$ cat config.mk
export PLATFORM = sky130hd
export DESIGN_NAME = serial_frame_receiver_addr_filter
export DESIGN_NICKNAME = d
export VERILOG_FILES = /design/src/design/sfr_pkg.sv /design/src/design/serial_frame_receiver_addr_filter.sv /design/src/design/sfr_parser.sv
export SDC_FILE = /design/constraint.sdc
export NUM_CORES = 1
export LEC_CHECK = 0
export ABC_AREA = 1
export BUFFER_PORTS_ARGS = -buffer_cell sky130_fd_sc_hd__buf_2
export CAP_MARGIN = 20
export CORE_UTILIZATION = 40
export DETAILED_ROUTE_END_ITERATION = 12
export HOLD_SLACK_MARGIN = 0.08
export SYNTH_ARGS = -nofsm -noshare
export SYNTH_HDL_FRONTEND = slang
export SYNTH_SLANG_ARGS = --single-unit
$ cat constraint.sdc
create_clock -name clk -period 2.95 [get_ports clk]
set_clock_uncertainty 0.1 [all_clocks]
set_input_delay 0.1475 -clock clk [delete_from_list [all_inputs] [get_ports clk]]
set_output_delay 0.1475 -clock clk [all_outputs]
set_load 0.02 [all_outputs]
$ cat src/design/sfr_pkg.sv
// ----------------------------------------------------------------------------
// sfr_pkg: shared types for the serial frame receiver
// Frame positions, status codes, register indexes and the structs passed
// between the parser and the top level.
// ----------------------------------------------------------------------------
package sfr_pkg;

  localparam int unsigned ByteW = 8;
  localparam int unsigned CfgIdxW = 3;
  localparam int unsigned PayloadN = 4;

  typedef enum logic [2:0] {
    ST_WAIT      = 3'd0,
    ST_REJECT    = 3'd1,
    ST_OTHER     = 3'd2,
    ST_NORMAL    = 3'd3,
    ST_SPEAK_REQ = 3'd4,
    ST_SPEAK_END = 3'd5
  } status_t;

  typedef enum logic [3:0] {
    POS_SYNC1 = 4'd0,
    POS_SYNC2 = 4'd1,
    POS_ADDR  = 4'd2,
    POS_FUNC  = 4'd3,
    POS_DATA0 = 4'd4,
    POS_DATA1 = 4'd5,
    POS_DATA2 = 4'd6,
    POS_DATA3 = 4'd7,
    POS_CHECK = 4'd8,
    POS_STOP  = 4'd9
  } pos_t;

  typedef enum logic [CfgIdxW-1:0] {
    CFG_SYNC_FIRST   = 3'd0,
    CFG_SYNC_SECOND  = 3'd1,
    CFG_STOP_VALUE   = 3'd2,
    CFG_OWN_ADDRESS  = 3'd3,
    CFG_CODE_NORMAL  = 3'd4,
    CFG_CODE_SPK_REQ = 3'd5,
    CFG_CODE_SPK_END = 3'd6
  } cfg_idx_t;

  typedef struct packed {
    logic [ByteW-1:0] sync_first;
    logic [ByteW-1:0] sync_second;
    logic [ByteW-1:0] stop_value;
    logic [ByteW-1:0] own_address;
    logic [ByteW-1:0] code_normal;
    logic [ByteW-1:0] code_speak_request;
    logic [ByteW-1:0] code_speak_end;
  } cfg_t;

  typedef struct packed {
    status_t                         status;
    logic [ByteW-1:0]                address;
    logic [ByteW-1:0]                func;
    logic [PayloadN-1:0][ByteW-1:0]  payload;
  } frame_result_t;

endpackage

$ cat src/design/serial_frame_receiver_addr_filter.sv
// ----------------------------------------------------------------------------
// serial_frame_receiver_addr_filter: framed byte receiver with address filter
// Parses ten-byte frames (two sync bytes, address, function, four data
// bytes, checksum, stop) and reports one status word for every byte.
// ----------------------------------------------------------------------------
// Usage:
//   The input channel carries one received byte per word (in_valid,
//   in_stall). Every accepted byte yields exactly one output word (out_valid,
//   out_stall) with a status code; frame fields are nonzero only on the
//   word for a good stop byte of a complete frame.
//   The word for an accepted byte is registered and shown from the next
//   cycle. Throughput is one byte per cycle while not stalled, set by the
//   single output register behind the per-byte compare and checksum add.
//   When the receiver stalls, the output word holds and in_stall rises only
//   while a word waits and out_stall is high; the register frees in the
//   same cycle it is taken, so back-to-back bytes flow without bubbles.
//   Reset clears all configuration registers to zero, drops out_valid and
//   sends the parser back to hunting for the first sync byte.
//   Write configuration through cfg_write/cfg_index/cfg_data only while
//   idle; indexes beyond the last register are ignored.
// ----------------------------------------------------------------------------
module serial_frame_receiver_addr_filter (
  input  logic                          clk,
  input  logic                          rst,
  input  logic                          cfg_write,
  input  logic [sfr_pkg::CfgIdxW-1:0]   cfg_index,
  input  logic [sfr_pkg::ByteW-1:0]     cfg_data,
  input  logic                          in_valid,
  output logic                          in_stall,
  input  logic [sfr_pkg::ByteW-1:0]     rx_byte,
  output logic                          out_valid,
  input  logic                          out_stall,
  output logic [2:0]                    status,
  output logic [sfr_pkg::ByteW-1:0]     frame_address,
  output logic [sfr_pkg::ByteW-1:0]     frame_function,
  output logic [sfr_pkg::ByteW-1:0]     payload_first,
  output logic [sfr_pkg::ByteW-1:0]     payload_second,
  output logic [sfr_pkg::ByteW-1:0]     payload_third,
  output logic [sfr_pkg::ByteW-1:0]     payload_fourth
);

  sfr_pkg::cfg_t cfg;
  sfr_pkg::frame_result_t result;
  sfr_pkg::frame_result_t out_word;
  logic accept;

  assign in_stall = out_valid && out_stall;
  assign accept = in_valid && !in_stall;

  always_ff @(posedge clk) begin
    if (rst) begin
      cfg <= '0;
    end else if (cfg_write) begin
      unique case (sfr_pkg::cfg_idx_t'(cfg_index))
        sfr_pkg::CFG_SYNC_FIRST:   cfg.sync_first <= cfg_data;
        sfr_pkg::CFG_SYNC_SECOND:  cfg.sync_second <= cfg_data;
        sfr_pkg::CFG_STOP_VALUE:   cfg.stop_value <= cfg_data;
        sfr_pkg::CFG_OWN_ADDRESS:  cfg.own_address <= cfg_data;
        sfr_pkg::CFG_CODE_NORMAL:  cfg.code_normal <= cfg_data;
        sfr_pkg::CFG_CODE_SPK_REQ: cfg.code_speak_request <= cfg_data;
        sfr_pkg::CFG_CODE_SPK_END: cfg.code_speak_end <= cfg_data;
        default: begin
        end
      endcase
    end
  end

  sfr_parser u_parser (
    .clk     (clk),
    .rst     (rst),
    .accept  (accept),
    .rx_byte (rx_byte),
    .cfg     (cfg),
    .result  (result)
  );

  // advance the output word on accept, drop it once taken
  always_ff @(posedge clk) begin
    if (rst) begin
      out_valid <= 1'b0;
    end else if (accept) begin
      out_valid <= 1'b1;
    end else if (!out_stall) begin
      out_valid <= 1'b0;
    end
  end

  always_ff @(posedge clk) begin
    if (accept) begin
      out_word <= result;
    end
  end

  assign status = out_word.status;
  assign frame_address = out_word.address;
  assign frame_function = out_word.func;
  assign payload_first = out_word.payload[0];
  assign payload_second = out_word.payload[1];
  assign payload_third = out_word.payload[2];
  assign payload_fourth = out_word.payload[3];

  a_accept_gives_word: assert property (@(posedge clk) disable iff (rst)
    accept |=> out_valid)
    else $error("accepted byte produced no output word");

  a_status_range: assert property (@(posedge clk) disable iff (rst)
    out_valid |-> status <= sfr_pkg::ST_SPEAK_END)
    else $error("status code out of range");

  a_idle_fields_zero: assert property (@(posedge clk) disable iff (rst)
    (out_valid && status == sfr_pkg::ST_WAIT)
      |-> (frame_address == '0 && frame_function == '0 &&
           payload_first == '0 && payload_second == '0 &&
           payload_third == '0 && payload_fourth == '0))
    else $error("waiting word carries frame fields");

  a_held_word_stable: assert property (@(posedge clk) disable iff (rst)
    (out_valid && out_stall) |=> (out_valid && $stable(out_word)))
    else $error("stalled output word changed");

endmodule

$ cat src/design/sfr_parser.sv
// ----------------------------------------------------------------------------
// sfr_parser: frame position tracker and checker
// Walks the ten byte positions of a frame, holds the frame bytes and the
// running checksum, and forms the word for each received byte.
// ----------------------------------------------------------------------------
module sfr_parser (
  input  logic                        clk,
  input  logic                        rst,
  input  logic                        accept,
  input  logic [sfr_pkg::ByteW-1:0]   rx_byte,
  input  sfr_pkg::cfg_t               cfg,
  output sfr_pkg::frame_result_t      result
);

  sfr_pkg::pos_t pos;
  sfr_pkg::pos_t pos_next;
  logic [sfr_pkg::ByteW-1:0] running_sum;
  logic [sfr_pkg::ByteW-1:0] running_sum_next;
  logic [sfr_pkg::ByteW-1:0] held_address;
  logic [sfr_pkg::ByteW-1:0] held_function;
  logic [sfr_pkg::PayloadN-1:0][sfr_pkg::ByteW-1:0] held_payload;
  sfr_pkg::status_t frame_status;

  always_ff @(posedge clk) begin
    if (rst) begin
      pos <= sfr_pkg::POS_SYNC1;
      running_sum <= '0;
    end else if (accept) begin
      pos <= pos_next;
      running_sum <= running_sum_next;
    end
  end

  always_ff @(posedge clk) begin
    if (accept) begin
      if (pos == sfr_pkg::POS_ADDR) begin
        held_address <= rx_byte;
      end
      if (pos == sfr_pkg::POS_FUNC) begin
        held_function <= rx_byte;
      end
      if (pos == sfr_pkg::POS_DATA0 || pos == sfr_pkg::POS_DATA1 ||
          pos == sfr_pkg::POS_DATA2 || pos == sfr_pkg::POS_DATA3) begin
        held_payload[pos[1:0]] <= rx_byte;
      end
    end
  end

  always_comb begin
    if (held_address != cfg.own_address) begin
      frame_status = sfr_pkg::ST_OTHER;
    end else if (held_function == cfg.code_normal) begin
      frame_status = sfr_pkg::ST_NORMAL;
    end else if (held_function == cfg.code_speak_request) begin
      frame_status = sfr_pkg::ST_SPEAK_REQ;
    end else if (held_function == cfg.code_speak_end) begin
      frame_status = sfr_pkg::ST_SPEAK_END;
    end else begin
      frame_status = sfr_pkg::ST_REJECT;
    end
  end

  always_comb begin
    pos_next = pos;
    running_sum_next = running_sum;
    result = '0;
    result.status = sfr_pkg::ST_WAIT;
    unique case (pos)
      sfr_pkg::POS_SYNC1: begin
        if (rx_byte == cfg.sync_first) begin
          pos_next = sfr_pkg::POS_SYNC2;
        end else begin
          result.status = sfr_pkg::ST_REJECT;
        end
      end
      sfr_pkg::POS_SYNC2: begin
        if (rx_byte == cfg.sync_second) begin
          pos_next = sfr_pkg::POS_ADDR;
        end else begin
          pos_next = sfr_pkg::POS_SYNC1;
          result.status = sfr_pkg::ST_REJECT;
        end
      end
      sfr_pkg::POS_ADDR: begin
        running_sum_next = rx_byte;
        pos_next = sfr_pkg::POS_FUNC;
      end
      sfr_pkg::POS_FUNC: begin
        running_sum_next = running_sum + rx_byte;
        pos_next = sfr_pkg::POS_DATA0;
      end
      sfr_pkg::POS_DATA0: begin
        running_sum_next = running_sum + rx_byte;
        pos_next = sfr_pkg::POS_DATA1;
      end
      sfr_pkg::POS_DATA1: begin
        running_sum_next = running_sum + rx_byte;
        pos_next = sfr_pkg::POS_DATA2;
      end
      sfr_pkg::POS_DATA2: begin
        running_sum_next = running_sum + rx_byte;
        pos_next = sfr_pkg::POS_DATA3;
      end
      sfr_pkg::POS_DATA3: begin
        running_sum_next = running_sum + rx_byte;
        pos_next = sfr_pkg::POS_CHECK;
      end
      sfr_pkg::POS_CHECK: begin
        if (running_sum == rx_byte) begin
          pos_next = sfr_pkg::POS_STOP;
        end else begin
          pos_next = sfr_pkg::POS_SYNC1;
          result.status = sfr_pkg::ST_REJECT;
        end
      end
      sfr_pkg::POS_STOP: begin
        pos_next = sfr_pkg::POS_SYNC1;
        if (rx_byte == cfg.stop_value) begin
          result.status = frame_status;
          result.address = held_address;
          result.func = held_function;
          result.payload = held_payload;
        end else begin
          result.status = sfr_pkg::ST_REJECT;
        end
      end
      default: begin
        pos_next = sfr_pkg::POS_SYNC1;
      end
    endcase
  end

  a_stop_returns_to_hunt: assert property (@(posedge clk) disable iff (rst)
    (accept && pos == sfr_pkg::POS_STOP) |=> pos == sfr_pkg::POS_SYNC1)
    else $error("parser did not return to hunting after stop position");

  a_check_fail_hunts: assert property (@(posedge clk) disable iff (rst)
    (accept && pos == sfr_pkg::POS_CHECK && running_sum != rx_byte)
      |=> pos == sfr_pkg::POS_SYNC1)
    else $error("checksum mismatch did not restart the hunt");

  a_pos_in_range: assert property (@(posedge clk) disable iff (rst)
    pos <= sfr_pkg::POS_STOP)
    else $error("frame position left the valid range");

endmodule
==> impl_metrics.csv, run 1 <==
group,metric,value,unit
cells_and_area,mostFrequentLayoutCell,"nor2_1",
logic_synthesis,yosysWarnings,0,
worst_hold_path,min_path_type,"in -> reg",
floorplanning,die_h,136,µm
route,routedWlPerCell,14.6,µm
global_routing,antenna_found_initial,0,
power,swShare,23.4,%
logic_synthesis,seq_area_frac_synth,60.5,%
floorplanning,rows,48,
timing,hold_viol,0,
timing,setup_tns,0,ns
logic_synthesis,synth_fp_nets,799,
logic_synthesis,syn_inst,767,
placed_design,port_buffers,76,
clock_tree,post_cts_resized,0,
floorplanning,die_w,136,µm
worst_setup_path,cp.required,3.21,ns
power,power_density,592,nW/µm²
clock_tree,numCtsBuffers,17,
floorplanning,die_area,18500,µm²
cells_and_area,drive_gt1_share,15.9,%
worst_setup_path,reg2reg_to,"u_parser.running_sum[6]",
power,combPwrFrac,7.1,%
logic_synthesis,syn-cell-area,7190,µm²
clock_tree,cts_setup_buffers,0,
timing,slew_headroom,42.4,%
worst_setup_path,r2r-start,"u_parser.running_sum[0]",
worst_hold_path,hold_path_startpoint,"rx_byte[7]",
cells_and_area,diodes,0,
timing,tightest_slew,0.864,ns
worst_setup_path,critical_path.startpoint_type,"input pin",
worst_setup_path,r2r_slack,1.03,ns
clock_tree,htreeDepth,4,
route,avgViaCountPerCell,4.70,
global_routing,gr-total-overflow,0,
power,p_int,3910,µW
clock_tree,clock_sink_count,168,
global_routing,grt_max_degree,61,
clock_tree,tritoncts,"done",
power,clkPwrFrac,42.5,%
clock_tree,insertion_delay,0.43,ns
worst_setup_path,critPathKind,"in -> reg",
job,max_cap_violations,0,
route,drc,0,
timing,period_share,73.0,%
floorplanning,fp.coreArea,17400,µm²
logic_synthesis,synth.ff_latch_count,168,
worst_setup_path,startpoint,"rx_byte[1]",
route,vias,5226,
worst_setup_path,crit_fanout,12,
cells_and_area,nets,908,
worst_setup_path,crit_path_end_kind,"flip-flop",
worst_setup_path,arrival,2.41,ns
placed_design,hpwl,10.9,mm
placed_design,place_congestion,0.814,
power,ir_drop,0.000419,V
global_routing,grt_pass1_vias,4813,
cells_and_area,fin_cells,1113,
worst_hold_path,hold_depth,2,
logic_synthesis,yosys.area.top_type,"edfxtp_1",
cells_and_area,finalCoreUtilization,49.5,%
logic_synthesis,ys_top_cells_by_area,"edfxtp_1, dfxtp_1, nor2_1, nand2_1, inv_1",
worst_setup_path,endpoint,"u_parser.running_sum[6]",
status,status,"finished, final reports clean",
timing,finalSetupViolCount,0,
route,initialDrtViolationCount,374,
clock_tree,clockBufferDepth,2,
timing,max_freq,464,MHz
floorplanning,start_util,41.3,%
timing,finalMaxSlewViolations,0,
power,seqPwrFrac,50.4,%
floorplanning,io_pins,77,
cells_and_area,area_growth,19.8,%
logic_synthesis,synth_cell_types,35,
timing,fin_crit,2.15,ns
power,leakagePower,0.00371,µW
route,ant_nets,0,
clock_tree,ctsHoldBuffers,18,
route,dr.pass1.iters,5,
logic_synthesis,netlist.area_leader.share,41.3,%
power,p_switching,1190,µW
cells_and_area,final_cell_mix,"nor2_1, nand2_1, edfxtp_1, inv_1, buf_2",
timing,rsz0062_at_grt,"false",
clock_tree,root_buffer,"clkbuf_16",
route,drt_wl_total,16.2,mm
placed_design,dpl.cell_count,1064,
worst_setup_path,reg2regPathDepth,10,
logic_synthesis,synth.avg_cell_area,9.38,µm²
global_routing,grt_pass1_wl,25.8,mm
clock_tree,clk_pin_slew_worst_paths,0.07,ns
global_routing,grt_usage,18.9,%
## cells in the mapped netlist
library cell  number
inv_4              2
edfxtp_1          99
nand2_1          101
a22oi_1            2
nand2_2            2
xor2_1            18
nor2_2             1
buf_6              1
inv_6              1
inv_2              1
dfxtp_1           69
a21oi_4            1
a21oi_1           25
xnor2_1           26
a21oi_2            2
o21ai_0           70
a31oi_1            3
nor3_1             6
nor3b_1            1
nor3_2             1
o21ai_1            1
nand3_1           16
a21o_1             1
o21ai_2            3
nor2_4             1
ha_1               7
or2_2              6
inv_1             95
clkbuf_1           9
nor2_1           179
buf_2              5
nand4_1            4
fa_1               1
nand2_8            1
clkinv_1           6
## how the worst min path moves through the flow
| stage | slack, ns | to |
|---|---|---|
| floorplan | 0.15 | u_parser.held_address[0] |
| global placement | 0.35 | cfg[27] |
| detailed placement | 0.35 | cfg[27] |
| CTS | 0.15 | u_parser.held_payload[23] |
| global route | 0.14 | u_parser.held_payload[15] |
| finish | 0.14 | u_parser.held_payload[23] |
## flip-flops by register name (all words and copies together) (netlist names)
| register | count |
|---|---|
| u_parser.pos | 4 |
| u_parser.held_payload | 32 |
| out_valid | 1 |
| payload_second | 8 |
| u_parser.held_function | 8 |
| payload_fourth | 8 |
| cfg | 56 |
| frame_address | 8 |
| u_parser.running_sum | 8 |
| payload_third | 8 |
| status | 3 |
| u_parser.held_address | 8 |
| payload_first | 8 |
| frame_function | 8 |
## metal layers
layer	global-route usage (%)	wire length, µm
met4	7.59	312
met3	4.10	764
met2	29.2	7540
met5	0	0
met1	25.6	7620
## critical path: stages
cell	delay [ns]
dlygate4sd3_1	0.52
buf_2	0.33
inv_1	0.16
fa_1	0.47
o21ai_0	0.31
nand2_1	0.11
nand2_1	0.07
nand2_1	0.05
nand3_1	0.06
nand2_1	0.06
a21oi_1	0.12
## cell families (layout without fill, tap and decap cells)
logic type                 Yosys count  after routing  synth area share, %
xor gates and xnor gates            44             44                 5.36
adders and majority gates            8              8                 1.50
buffers and inverters              120            241                 6.59
and+or+nand+nor                    319            319                 17.9
AOI/OAI and AO/OA                  108            108                 8.09
DFF                                168            168                 60.5
## power groups by stage
stage          clock, µW  sequential (µW)  combinational (µW)
6_report            2170             2570                 362
2_1_floorplan          0             2660                 162
3_3_place_gp           0             2620                 342
5_1_grt             2310             2580                 401
4_1_cts             2210             2570                 365
3_5_place_dp           0             2620                 345
## stage by stage
stage,hold slack [ns],cell area (µm²),power [µW],setup WS [ns]
6_report,0.144,8620,5100,0.796
5_1_grt,0.144,8620,5280,0.616
4_1_cts,0.148,8620,5150,0.830
3_5_place_dp,0.352,7870,2970,0.914
3_3_place_gp,0.354,7870,2960,0.964
2_1_floorplan,0.146,7190,2830,0.491
## cell type report
class                   instances  area [µm²]
clock buffers                  17         425
well taps                     225         282
fillers                      1655        8800
inverters                     105         404
multi-input cells             479        2370
flip-flops and latches        168        4350
repair buffers                105         643
clock inverters                14         146
Note: power is estimated with default switching activity, not from simulation.
==> run 2, diff against run 1 <==
Clock period 2.95 ns to 2 ns, I/O delays scaled along.
==> run 2 against run 1 <==
  * Clock-buffer cell count up 4
  * Clock power up 53%
  * Critical path depth up 1
  * First-iteration DRC count down 1.3%
  * Worst hold slack worse by 0.019 ns
  * Register-to-register slack worse by 0.81 ns
  * Sequential share of layout area down 1.2 points
  * Routed wire length up 4.2%
  * Largest cell class unchanged
  * Highest routed layer unchanged
==> impl_metrics.csv, run 2 (synthesis results as in run 1) <==
group,metric,value,unit
clock_tree,clockBufferDepth,2,
route,drt_wl_total,16.9,mm
worst_setup_path,crit_path_end_kind,"flip-flop",
route,drc,0,
status,status,"finished, final reports clean",
cells_and_area,final_cell_mix,"nor2_1, nand2_1, edfxtp_1, inv_1, buf_2",
worst_setup_path,critPathKind,"in -> reg",
power,p_switching,1820,µW
clock_tree,numCtsBuffers,17,
worst_setup_path,cp_cell_sequence,"dlygate4sd3_1, buf_2, buf_4, ha_1, nor2_1, nand2_1, nor2_2, nand2_1, nand2_1, nand2_1, a21oi_1, nand2_1",
floorplanning,die_area,18500,µm²
placed_design,dpl_worst_slack,0.141,ns
timing,period_share,93.5,%
timing,hold_viol,0,
global_routing,grt_usage,19.7,%
cells_and_area,top_register,"cfg",
timing,slew_headroom,61.2,%
timing,finalMaxSlewViolations,0,
floorplanning,die_h,136,µm
worst_setup_path,crit_buf_inv,3,
job,max_cap_violations,0,
timing,fin_ws,0.130,ns
worst_setup_path,arrival,1.95,ns
power,swShare,23.7,%
route,routedWlPerCell,15.0,µm
cells_and_area,nets,923,
worst_setup_path,critPathTopFamily,"buffers and inverters",
placed_design,port_buffers,76,
timing,max_freq,535,MHz
placed_design,place_congestion,0.845,
floorplanning,start_util,41.3,%
global_routing,gr-total-overflow,0,
floorplanning,die_w,136,µm
worst_hold_path,min_path_type,"in -> reg",
clock_tree,htreeDepth,4,
clock_tree,insertion_delay,0.43,ns
power,seqPwrFrac,49.4,%
cells_and_area,drive_gt1_share,17.8,%
worst_setup_path,slowest_stage,"dlygate4sd3_1",
timing,setup_tns,0,ns
clock_tree,clk_pin_slew_worst_paths,0.06,ns
floorplanning,fp.coreArea,17400,µm²
timing,fin_crit,1.87,ns
power,p_int,5860,µW
clock_tree,root_buffer,"clkbuf_16",
cells_and_area,area_growth,22.8,%
clock_tree,tritoncts,"done",
placed_design,hpwl,11.4,mm
worst_setup_path,cp_slowest_stage_delay,0.54,ns
power,clkPwrFrac,43.2,%
route,avgViaCountPerCell,4.67,
power,power_density,869,nW/µm²
floorplanning,rows,48,
worst_setup_path,path_depth,12,
cells_and_area,diodes,0,
worst_hold_path,hold_path_startpoint,"cfg_index[1]",
worst_setup_path,crit_fanout,9,
worst_hold_path,hold_depth,5,
global_routing,grt_pass1_vias,4914,
cells_and_area,largest_register_ffs,56,
route,vias,5274,
power,combPwrFrac,7.4,%
route,dr.pass1.iters,4,
route,initialDrtViolationCount,369,
worst_setup_path,reg2regPathDepth,9,
power,leakagePower,0.00381,µW
clock_tree,clock_sink_count,168,
global_routing,antenna_found_initial,0,
global_routing,grt_pass1_wl,26.7,mm
worst_setup_path,critical_path.startpoint_type,"input pin",
global_routing,grt_max_degree,59,
timing,tightest_slew,0.580,ns
worst_setup_path,startpoint,"rx_byte[1]",
route,ant_nets,0,
worst_setup_path,cp.required,2.08,ns
worst_setup_path,r2r-start,"u_parser.pos[2]",
timing,rsz0062_at_grt,"false",
floorplanning,io_pins,77,
worst_setup_path,crit_path_frequent_cell,"nand2_1",
power,ir_drop,0.000646,V
timing,finalSetupViolCount,0,
cells_and_area,mostFrequentLayoutCell,"nor2_1",
-- run 2: changes by cell type in the layout (fill, tap and decap cells not counted), sizes merged --
cell	before	now
clkinvlp	3	4
dlygate4sd3	18	20
inv	104	101
bufinv	2	1
clkbuf	17	22
buf	87	99
-- run 2: area by class of cell --
class	instances	area (µm²)
Clock buffer	21	492
Clock inverter	11	111
Fill cell	1628	8580
Inverter	105	408
Multi-Input combinational cell	479	2380
Sequential cell	168	4360
Tap cell	225	282
Timing Repair Buffer	120	801
-- run 2: path summary, 6_finish.rpt --
path / end / slack, ns
max reg2reg: u_parser.running_sum[0] / 0.22
min reg2reg: cfg[26] / 0.35
min: cfg[7] / 0.12
max: status[0] / 0.13
-- run 2: per-layer routing --
layer / GRT usage (%) / part of all wire, % / up-vias
met3: 3.84 / 4.4 / 17
met4: 7.04 / 1.3 / 0
met2: 31.0 / 45 / 108
li1: - / - / 2713
met5: 0 / 0 / -
met1: 26.8 / 49 / 2436
-- run 2: power by group through the flow --
| stage | Sequential [µW] | Clock, µW | Combinational [µW] |
|---|---|---|---|
| floorplan | 3930 | 0 | 242 |
| global placement | 3870 | 0 | 531 |
| detailed placement | 3870 | 0 | 535 |
| CTS | 3790 | 3370 | 568 |
| global route | 3800 | 3490 | 626 |
| finish | 3790 | 3320 | 566 |
-- run 2: repair_timing --
item                       in CTS  in global routing
gates resized for setup         0                  5
buffers inserted                0                  0
setup endpoints to repair       0                  2
hold buffers                   20                  0
hold endpoints to repair       91                  0
-- run 2: worst min-delay path: cells and delay by family --
family / cells / cell delay (ns)
AOI/OAI and AO/OA: 1 / 0.09
buffers and inverters: 2 / 0.28
and+or+nand+nor: 2 / 0.13
-- run 2: per-stage QoR --
step / hold WS, ns / power, µW / cell area [µm²] / utilization (%) / cells
floorplan: 0.0989 / 4170 / 7210 / - / 767
global placement: 0.259 / 4400 / 8020 / 46.0 / 1077
detailed placement: 0.260 / 4400 / 8020 / 46.0 / 1077
CTS: 0.108 / 7730 / 8820 / 50.7 / 1129
global route: 0.130 / 7920 / 8830 / 50.7 / 1129
finish: 0.124 / 7670 / 8830 / 50.7 / 1129
